File: src/hw/rtl/scld_pkg.sv
`timescale 1ns / 1ps

package scld_pkg;

	localparam int ENTRIES   = 16;
	localparam int TAG_W     = 24;
	localparam int SLOT_W    = 4;
	localparam int CAP_W     = 5;
	localparam int IDX_W     = $clog2(ENTRIES);
	localparam int CNT_W     = $clog2(ENTRIES + 1);
	localparam int CAP_RESET = 16;
	localparam int CAP_MIN   = 2;

	typedef struct packed {
		logic [TAG_W-1:0] tag;
		logic [IDX_W-1:0] home;
	} entry_t;

	typedef struct packed {
		logic clear;
		logic cmp_en;
		logic shift_en;
	} cell_ctrl_t;

	// capacity clamped to CAP_MIN..ENTRIES
	function automatic logic [CNT_W-1:0] eff_cap(input logic [CAP_W-1:0] c);
		if (int'(c) < CAP_MIN) begin
			return CNT_W'(CAP_MIN);
		end else if (int'(c) > ENTRIES) begin
			return CNT_W'(ENTRIES);
		end else begin
			return CNT_W'(c);
		end
	endfunction

endpackage

File: src/hw/rtl/scld_cell.sv
`timescale 1ns / 1ps

module scld_cell
	import scld_pkg::*;
(
	input  logic             clk,
	input  logic             arst_n,
	input  cell_ctrl_t       ctrl,
	input  logic [TAG_W-1:0] key,
	input  entry_t           nbr,
	output entry_t           entry,
	output logic             valid,
	output logic             match
);

	entry_t entry_q;
	logic   valid_q;
	logic   match_q;

	always_ff @(posedge clk or negedge arst_n) begin
		if (!arst_n) begin
			valid_q <= 1'b0;
			match_q <= 1'b0;
		end else if (ctrl.clear) begin
			valid_q <= 1'b0;
			match_q <= 1'b0;
		end else begin
			if (ctrl.shift_en)
				valid_q <= 1'b1;
			if (ctrl.cmp_en)
				match_q <= valid_q && (entry_q.tag == key);
		end
	end

	// position in the row is recency rank; a shift takes the neighbour's entry
	always_ff @(posedge clk) begin
		if (ctrl.shift_en)
			entry_q <= nbr;
	end

	assign entry = entry_q;
	assign valid = valid_q;
	assign match = match_q;

endmodule

File: src/hw/rtl/segment_cache_lru_directory.sv
`timescale 1ns / 1ps
// Fully associative segment directory with LRU replacement.
// Request channel (in_valid/in_ready): segment_number and fetch_ok, one beat
// per lookup. Result channel (out_valid/out_ready): hit, slot, stored,
// evicted, evicted_number, one beat per request.
// Config channel (cfg_valid/cfg_ready): writes capacity and empties the
// store in the same cycle; the user must see that it is only written while
// no request is in flight, as the block does not enforce this.
// Entries sit in a row of cells ordered by recency, most recent first; a
// hit, install or eviction shifts the cells in front of the target by one.
// The tag compare is registered in the cells on the request beat, then the
// shift and the result register follow; the next request is not taken until
// the held one completes, and in_ready is low from a beat until then.
// Reset: store empty, capacity 16, no result pending.
// A stalled result holds in the output register; the pending request then
// waits in the row and the next request is not taken until it completes.
module segment_cache_lru_directory
	import scld_pkg::*;
(
	input  logic              clk,
	input  logic              arst_n,
	input  logic              in_valid,
	output logic              in_ready,
	input  logic [TAG_W-1:0]  segment_number,
	input  logic              fetch_ok,
	output logic              out_valid,
	input  logic              out_ready,
	output logic              hit,
	output logic [SLOT_W-1:0] slot,
	output logic              stored,
	output logic              evicted,
	output logic [TAG_W-1:0]  evicted_number,
	input  logic              cfg_valid,
	output logic              cfg_ready,
	input  logic [CAP_W-1:0]  cfg_data
);

	entry_t           entry_w [ENTRIES];
	entry_t           nbr_w   [ENTRIES];
	cell_ctrl_t       ctrl_w  [ENTRIES];
	logic [ENTRIES-1:0] match_w;
	logic [ENTRIES-1:0] valid_w;

	logic             v_s1;
	logic [TAG_W-1:0] seg_s1;
	logic             ok_s1;

	logic [CAP_W-1:0] capacity_q;
	logic [CNT_W-1:0] count_q;

	logic              out_valid_q;
	logic              hit_q;
	logic [SLOT_W-1:0] slot_q;
	logic              stored_q;
	logic              evicted_q;
	logic [TAG_W-1:0]  evicted_number_q;

	logic             in_fire;
	logic             cfg_fire;
	logic             fire;
	logic             hit_w;
	logic             full_w;
	logic             evict_w;
	logic             insert_w;
	logic             upd_w;
	logic [CNT_W-1:0] cap_eff;
	logic [IDX_W-1:0] p_hit;
	logic [IDX_W-1:0] target;
	logic [IDX_W-1:0] new_home;
	entry_t           sel_w;

	assign in_ready  = ~v_s1;
	assign cfg_ready = 1'b1;
	assign in_fire   = in_valid & in_ready;
	assign cfg_fire  = cfg_valid & cfg_ready;
	assign fire      = v_s1 & (~out_valid_q | out_ready);

	assign hit_w    = |match_w;
	assign cap_eff  = eff_cap(capacity_q);
	assign full_w   = count_q >= cap_eff;
	assign evict_w  = ~hit_w & ok_s1 & full_w;
	assign insert_w = ~hit_w & ok_s1 & ~full_w;
	assign upd_w    = fire & (hit_w | ok_s1);

	always_comb begin
		p_hit = '0;
		for (int i = 0; i < ENTRIES; i++) begin
			if (match_w[i])
				p_hit = p_hit | IDX_W'(i);
		end
	end

	always_comb begin
		target = p_hit;
		if (evict_w)
			target = IDX_W'(count_q - CNT_W'(1));
		else if (insert_w)
			target = IDX_W'(count_q);
	end

	assign sel_w    = entry_w[target];
	assign new_home = insert_w ? IDX_W'(count_q) : sel_w.home;

	assign nbr_w[0] = '{tag: seg_s1, home: new_home};

	genvar g;
	generate
		for (g = 0; g < ENTRIES; g++) begin : g_cell
			if (g > 0) begin : g_nbr
				assign nbr_w[g] = entry_w[g-1];
			end
			assign ctrl_w[g] = '{clear: cfg_fire, cmp_en: in_fire,
				shift_en: upd_w & (IDX_W'(g) <= target)};
			scld_cell u_cell (
				.clk   (clk),
				.arst_n(arst_n),
				.ctrl  (ctrl_w[g]),
				.key   (segment_number),
				.nbr   (nbr_w[g]),
				.entry (entry_w[g]),
				.valid (valid_w[g]),
				.match (match_w[g])
			);
		end
	endgenerate

	always_ff @(posedge clk or negedge arst_n) begin
		if (!arst_n) begin
			v_s1        <= 1'b0;
			out_valid_q <= 1'b0;
			capacity_q  <= CAP_W'(CAP_RESET);
			count_q     <= '0;
		end else begin
			if (in_fire)
				v_s1 <= 1'b1;
			else if (fire)
				v_s1 <= 1'b0;
			if (fire)
				out_valid_q <= 1'b1;
			else if (out_ready)
				out_valid_q <= 1'b0;
			if (cfg_fire) begin
				capacity_q <= cfg_data;
				count_q    <= '0;
			end else if (fire && insert_w) begin
				count_q <= count_q + CNT_W'(1);
			end
		end
	end

	always_ff @(posedge clk) begin
		if (in_fire) begin
			seg_s1 <= segment_number;
			ok_s1  <= fetch_ok;
		end
		if (fire) begin
			hit_q            <= hit_w;
			stored_q         <= hit_w | ok_s1;
			slot_q           <= (hit_w | ok_s1) ? SLOT_W'(new_home) : '0;
			evicted_q        <= evict_w;
			evicted_number_q <= evict_w ? sel_w.tag : '0;
		end
	end

	assign out_valid      = out_valid_q;
	assign hit            = hit_q;
	assign slot           = slot_q;
	assign stored         = stored_q;
	assign evicted        = evicted_q;
	assign evicted_number = evicted_number_q;

`ifndef NO_ASSERTIONS
	a_count_cap: assert property (@(posedge clk) disable iff (!arst_n)
		count_q <= eff_cap(capacity_q))
		else $error("occupancy above capacity");

	a_match_one: assert property (@(posedge clk) disable iff (!arst_n)
		$onehot0(match_w))
		else $error("segment held by more than one cell");

	a_valid_count: assert property (@(posedge clk) disable iff (!arst_n)
		$countones(valid_w) == int'(count_q))
		else $error("valid cells disagree with occupancy");

	a_evict_full: assert property (@(posedge clk) disable iff (!arst_n)
		fire && evict_w |=> evicted && stored && !hit)
		else $error("eviction result lost");
`endif

endmodule

File: config.mk
export PLATFORM = sky130hd
export DESIGN_NAME = segment_cache_lru_directory
export DESIGN_NICKNAME = d
export VERILOG_FILES = /design/src/hw/rtl/scld_pkg.sv /design/src/hw/rtl/scld_cell.sv /design/src/hw/rtl/segment_cache_lru_directory.sv
export SDC_FILE = /design/constraint.sdc
export NUM_CORES = 1
export LEC_CHECK = 0
export ABC_AREA = 0
export BUFFER_PORTS_ARGS = -buffer_cell sky130_fd_sc_hd__buf_2
export CAP_MARGIN = 20
export CORE_MARGIN = 3
export CORE_UTILIZATION = 65
export CTS_CLUSTER_SIZE = 25
export DETAILED_ROUTE_END_ITERATION = 12
export GPL_ROUTABILITY_DRIVEN = 0
export PLACE_DENSITY = 0.89
export SKIP_CTS_REPAIR_TIMING = 1
export SLEW_MARGIN = 20
export SYNTH_ARGS = -nofsm -noshare
export SYNTH_HDL_FRONTEND = slang
export SYNTH_SLANG_ARGS = --single-unit
File: constraint.sdc
create_clock -name clk -period 8.2 [get_ports clk]
set_input_delay 1.23 -clock clk [delete_from_list [all_inputs] [get_ports clk]]
set_output_delay 1.23 -clock clk [all_outputs]
set_load 0.01 [all_outputs]
==> metrics list <==
- Cell type group with the largest total delay on the critical path: compound AO/OA/AOI/OAI gates
- The library cell used most frequently in the layout, excluding fill and tap cells, is sky130_fd_sc_hd__edfxtp_1.
- In the final routed layout, each cell accounts on average for 27.26 um.
- Sequential element share of the synthesized area: 62.49%
- Register-to-Register Path Depth: 11
* H-tree depth reported by CTS: 2
* Number of violations of the max-capacitance limit: 0
* Cell type of the slowest stage on the worst timing path: sky130_fd_sc_hd__o21ba_1
* Sw power: 2.162 mW
- Power density of the placed cells: 260.3 nW/um^2
- Measured along the y axis, the die boundary spans 205.9 um.
* Site Rows: 72
- The floorplan step defined a core boundary enclosing 39100 um^2.
- The setup check on the worst reg-to-reg path leaves a slack of 2.13 ns.
- Area of the die: 42410 um^2
- The area growth from synthesis to layout is 9.418%.
- On the worst path, the slowest cell contributes a delay of 0.92 ns.
- Floorplan die width: 205.9 um
- Measured against its own limit, the worst slew margin works out to 30.11%.
- Final Net Count: 2196
- The first global-routing pass estimated 110.0 mm of wire.
- For this design the static power due to leakage is 9.579 nW.
- Walking the worst path, the cells encountered are inv_1 -> ha_1 -> nand2b_1 -> a31oi_1 -> o21a_1 -> o31ai_1 -> o21ba_1 -> nand2_1 -> inv_2 -> nand2_1 -> a21oi_4.
- After the first detailed-routing iteration, the DRC count stood at 3141.
- Post-DRT Antenna Nets: 0
- Result of the run: finished, final reports clean
- For the pin with the worst max-slew slack, the measured transition is 1.048 ns.
* Max Clock Skew: 0.02834 ns
- Commonest cells after routing, fill and taps aside: 504 x sky130_fd_sc_hd__edfxtp_1, 385 x sky130_fd_sc_hd__nand2_1, 283 x sky130_fd_sc_hd__xnor2_1
- Fraction of power consumed by combinational cells: 18.1%
- Number of top-level pins: 69
* Capture instance of the worst register-to-register path: g_cell[13].u_cell.entry[12]
- The critical path in this run is classified as reg -> reg.
* Via count of the first global-routing pass: 17873
* CTS clk-pin slew, worst paths: 0.07 ns
- Utilization of the core after routing: 72.72%
- The clock passes through at most 3 buffers.
- IR analysis of the VDD net gives a maximum drop of 0.2134 mV.
- The final count of hold timing violations came to 0.
- Worst-path fanout max: 30
* Worst path arrival time: 6.29 ns
- The cell that appears most often on the critical path is sky130_fd_sc_hd__nand2_1.
* Worst-skew pair later-pin latency: 0.61 ns
- Summing over every cut layer, the via total after detailed routing is 18543.
* Most used DFF post-synth: sky130_fd_sc_hd__edfxtp_1
- Setup violations remaining at the end of the flow were counted as 0.
- The worst setup path is launched from a register.
- Setup repair after global routing missed its margin: false
- Entering global routing, the biggest net connects 88 pins.
* Tcrit/Tclk final: 74.07%
* Count of clock tree sinks: 548
- Post-Synthesis Net Count: 2189
- In the routed layout, each cell is associated on average with a via count of 6.825.
- Cell variety after synth: 65
- Internal portion of total power: 5.240 mW
* Share of synthesized flip-flops with an asynchronous set or reset: 8.029%
* Cell area after synthesis: 25980 um^2
* Total number of yosys warnings: 0
- CTS root buf: sky130_fd_sc_hd__clkbuf_16
- CTS tree: yes
- The number of pins exceeding their max-slew limit in the final report is 0.
- The worst hold path begins at seg_s1[22].
* Required time of the critical path: 8.41 ns
- Number of antenna violations at the first check in global routing: 3
- Counting every instance in the synthesized netlist gives 2147.
- In the routed design, unresolved DRC markers number 0.
* Num CTS Buffers: 52
* Worst min path class: reg -> reg
- Layout cell share with drive strength beyond 1: 9.736%
- Initial Utilization: 66.46%
- Final Critical Period: 6.074 ns
- The critical path contains buffers and inverters numbering 2 combined.
- Highest Clock Rate: 0.1646 GHz
- Net switching is 29.20% of the power.
* Hold worst-path end: g_cell[0].u_cell.entry[26]
- Global Route Usage Sum: 35.15%
- Sum Neg Setup Slack: 0 ns
* Number of buffer cells added on primary ports: 67
- Worst setup path startpoint: count_q[0]
- The worst register-to-register path begins at count_q[0].
* Sequential power share: 46.9%
- The worst hold path passes through 0 cells.
* Synthesis-stage register bit count: 548
* EDFF count, synth: 504
- Post-detailed-placement half-perimeter wirelength: 51.32 mm
- After filler insertion, the fill cell instance count of the layout stands at 2336.
- Of the total power, the clock network draws 35.0%.
- First-pass detailed-route iteration total: 6
* Final global-route overflow total: 0
- STA classifies the critical path endpoint as a register.
* DRT Wirelength: 74.07 mm
* Worst-case hold slack: 0.4118 ns
* Average cell area after synthesis: 12.10 um^2
## through the flow
stage	instance area [um^2]	power [mW]	setup slack, ns	instances
after floorplan	25980	4.351	2.447	2147
after global placement	26600	4.742	2.688	2617
after detailed placement	26600	4.792	2.387	2617
after CTS	28420	7.347	2.255	2715
after global routing	28430	7.589	1.852	2716
final	28430	7.402	2.126	2717
## Yosys cell counts (28+ instances only)
master / count / area share (%)
sky130_fd_sc_hd__edfxtp_1: 504 / 58
sky130_fd_sc_hd__nand2_1: 386 / 5.6
sky130_fd_sc_hd__xnor2_1: 283 / 9.5
sky130_fd_sc_hd__nand3_1: 183 / 3.5
sky130_fd_sc_hd__xor2_1: 107 / 3.6
sky130_fd_sc_hd__nand4_1: 76 / 1.8
sky130_fd_sc_hd__clkbuf_1: 69 / 1.0
sky130_fd_sc_hd__nor2_1: 58 / 0.84
sky130_fd_sc_hd__buf_2: 45 / 0.87
sky130_fd_sc_hd__mux2i_1: 45 / 1.7
sky130_fd_sc_hd__dfrtp_1: 43 / 4.1
sky130_fd_sc_hd__a21oi_1: 42 / 0.81
sky130_fd_sc_hd__a31oi_1: 40 / 0.96
sky130_fd_sc_hd__nor3_1: 35 / 0.67
sky130_fd_sc_hd__o21ai_1: 28 / 0.54
## cell type report
| type | instances | area, um^2 | area share (%) |
|---|---|---|---|
| multi-input combinational | 1450 | 9154 | 32.20 |
| inverter | 10 | 42.54 | 0.1496 |
| antenna | 1 | 2.502 | 0.008801 |
| clock buffer | 68 | 1444 | 5.078 |
| tap | 518 | 648.1 | 2.280 |
| sequential | 548 | 16240 | 57.11 |
| timing repair buffer | 92 | 523.0 | 1.839 |
| clock inverter | 30 | 381.6 | 1.342 |
## routing by layer
layer	wire length, um	track usage (%)	vias to the layer above
li1	-	-	7745
met1	24970	46.25	8796
met2	33330	54.32	1644
met3	10280	8.112	354
met4	5465	20.17	4
met5	24	0	-
## worst reg2reg max path, stage by stage (launching register included)
cell and delay, ns:
sky130_fd_sc_hd__dfrtp_1 0.78, sky130_fd_sc_hd__inv_1 0.26, sky130_fd_sc_hd__ha_1 0.35, sky130_fd_sc_hd__nand2b_1 0.16, sky130_fd_sc_hd__a31oi_1 0.36, sky130_fd_sc_hd__o21a_1 0.48
sky130_fd_sc_hd__o31ai_1 0.16, sky130_fd_sc_hd__o21ba_1 0.92, sky130_fd_sc_hd__nand2_1 0.42, sky130_fd_sc_hd__inv_2 0.61, sky130_fd_sc_hd__nand2_1 0.38, sky130_fd_sc_hd__a21oi_4 0.81
## registers in the layout (all words and copies together) (netlist names), 4 cells and up
| name | flops |
|---|---|
| g_cell.u_cell.entry | 448 |
| evicted_number | 24 |
| seg_s1 | 24 |
| g_cell.u_cell.match | 16 |
| g_cell.u_cell.valid | 16 |
| capacity_q | 5 |
| count_q | 5 |
| slot | 4 |
## worst max path at each step
stage / end / cells past startpoint
detailed placement: g_cell[12].u_cell.entry[5] / 11
global placement: g_cell[12].u_cell.entry[23] / 11
floorplan: g_cell[13].u_cell.entry[0] / 9
CTS: g_cell[12].u_cell.entry[12] / 11
global route: g_cell[13].u_cell.entry[8] / 11
finish: g_cell[13].u_cell.entry[12] / 11
## cell families after synthesis
logic type               Yosys count  share of synthesized area, %
multiplexers                      50                         1.950
flip-flops                       548                         62.49
AO/OA/AOI/OAI                    200                         5.143
XOR/XNOR                         390                         13.15
other                              1                       0.01443
buffers and inverters            149                         2.663
adder cells (fa/ha/maj)            7                        0.3370
AND/OR/NAND/NOR                  802                         14.26
## power groups by stage
stage          logic (mW)  clock network [mW]  registers [mW]
2_1_floorplan       0.843                   0            3.51
3_3_place_gp         1.24                   0            3.51
3_5_place_dp         1.27                   0            3.52
4_1_cts              1.29                2.59            3.47
5_1_grt              1.41                2.69            3.49
6_report             1.34                2.59            3.47
No activity file was read; power rests on OpenSTA's default activity.
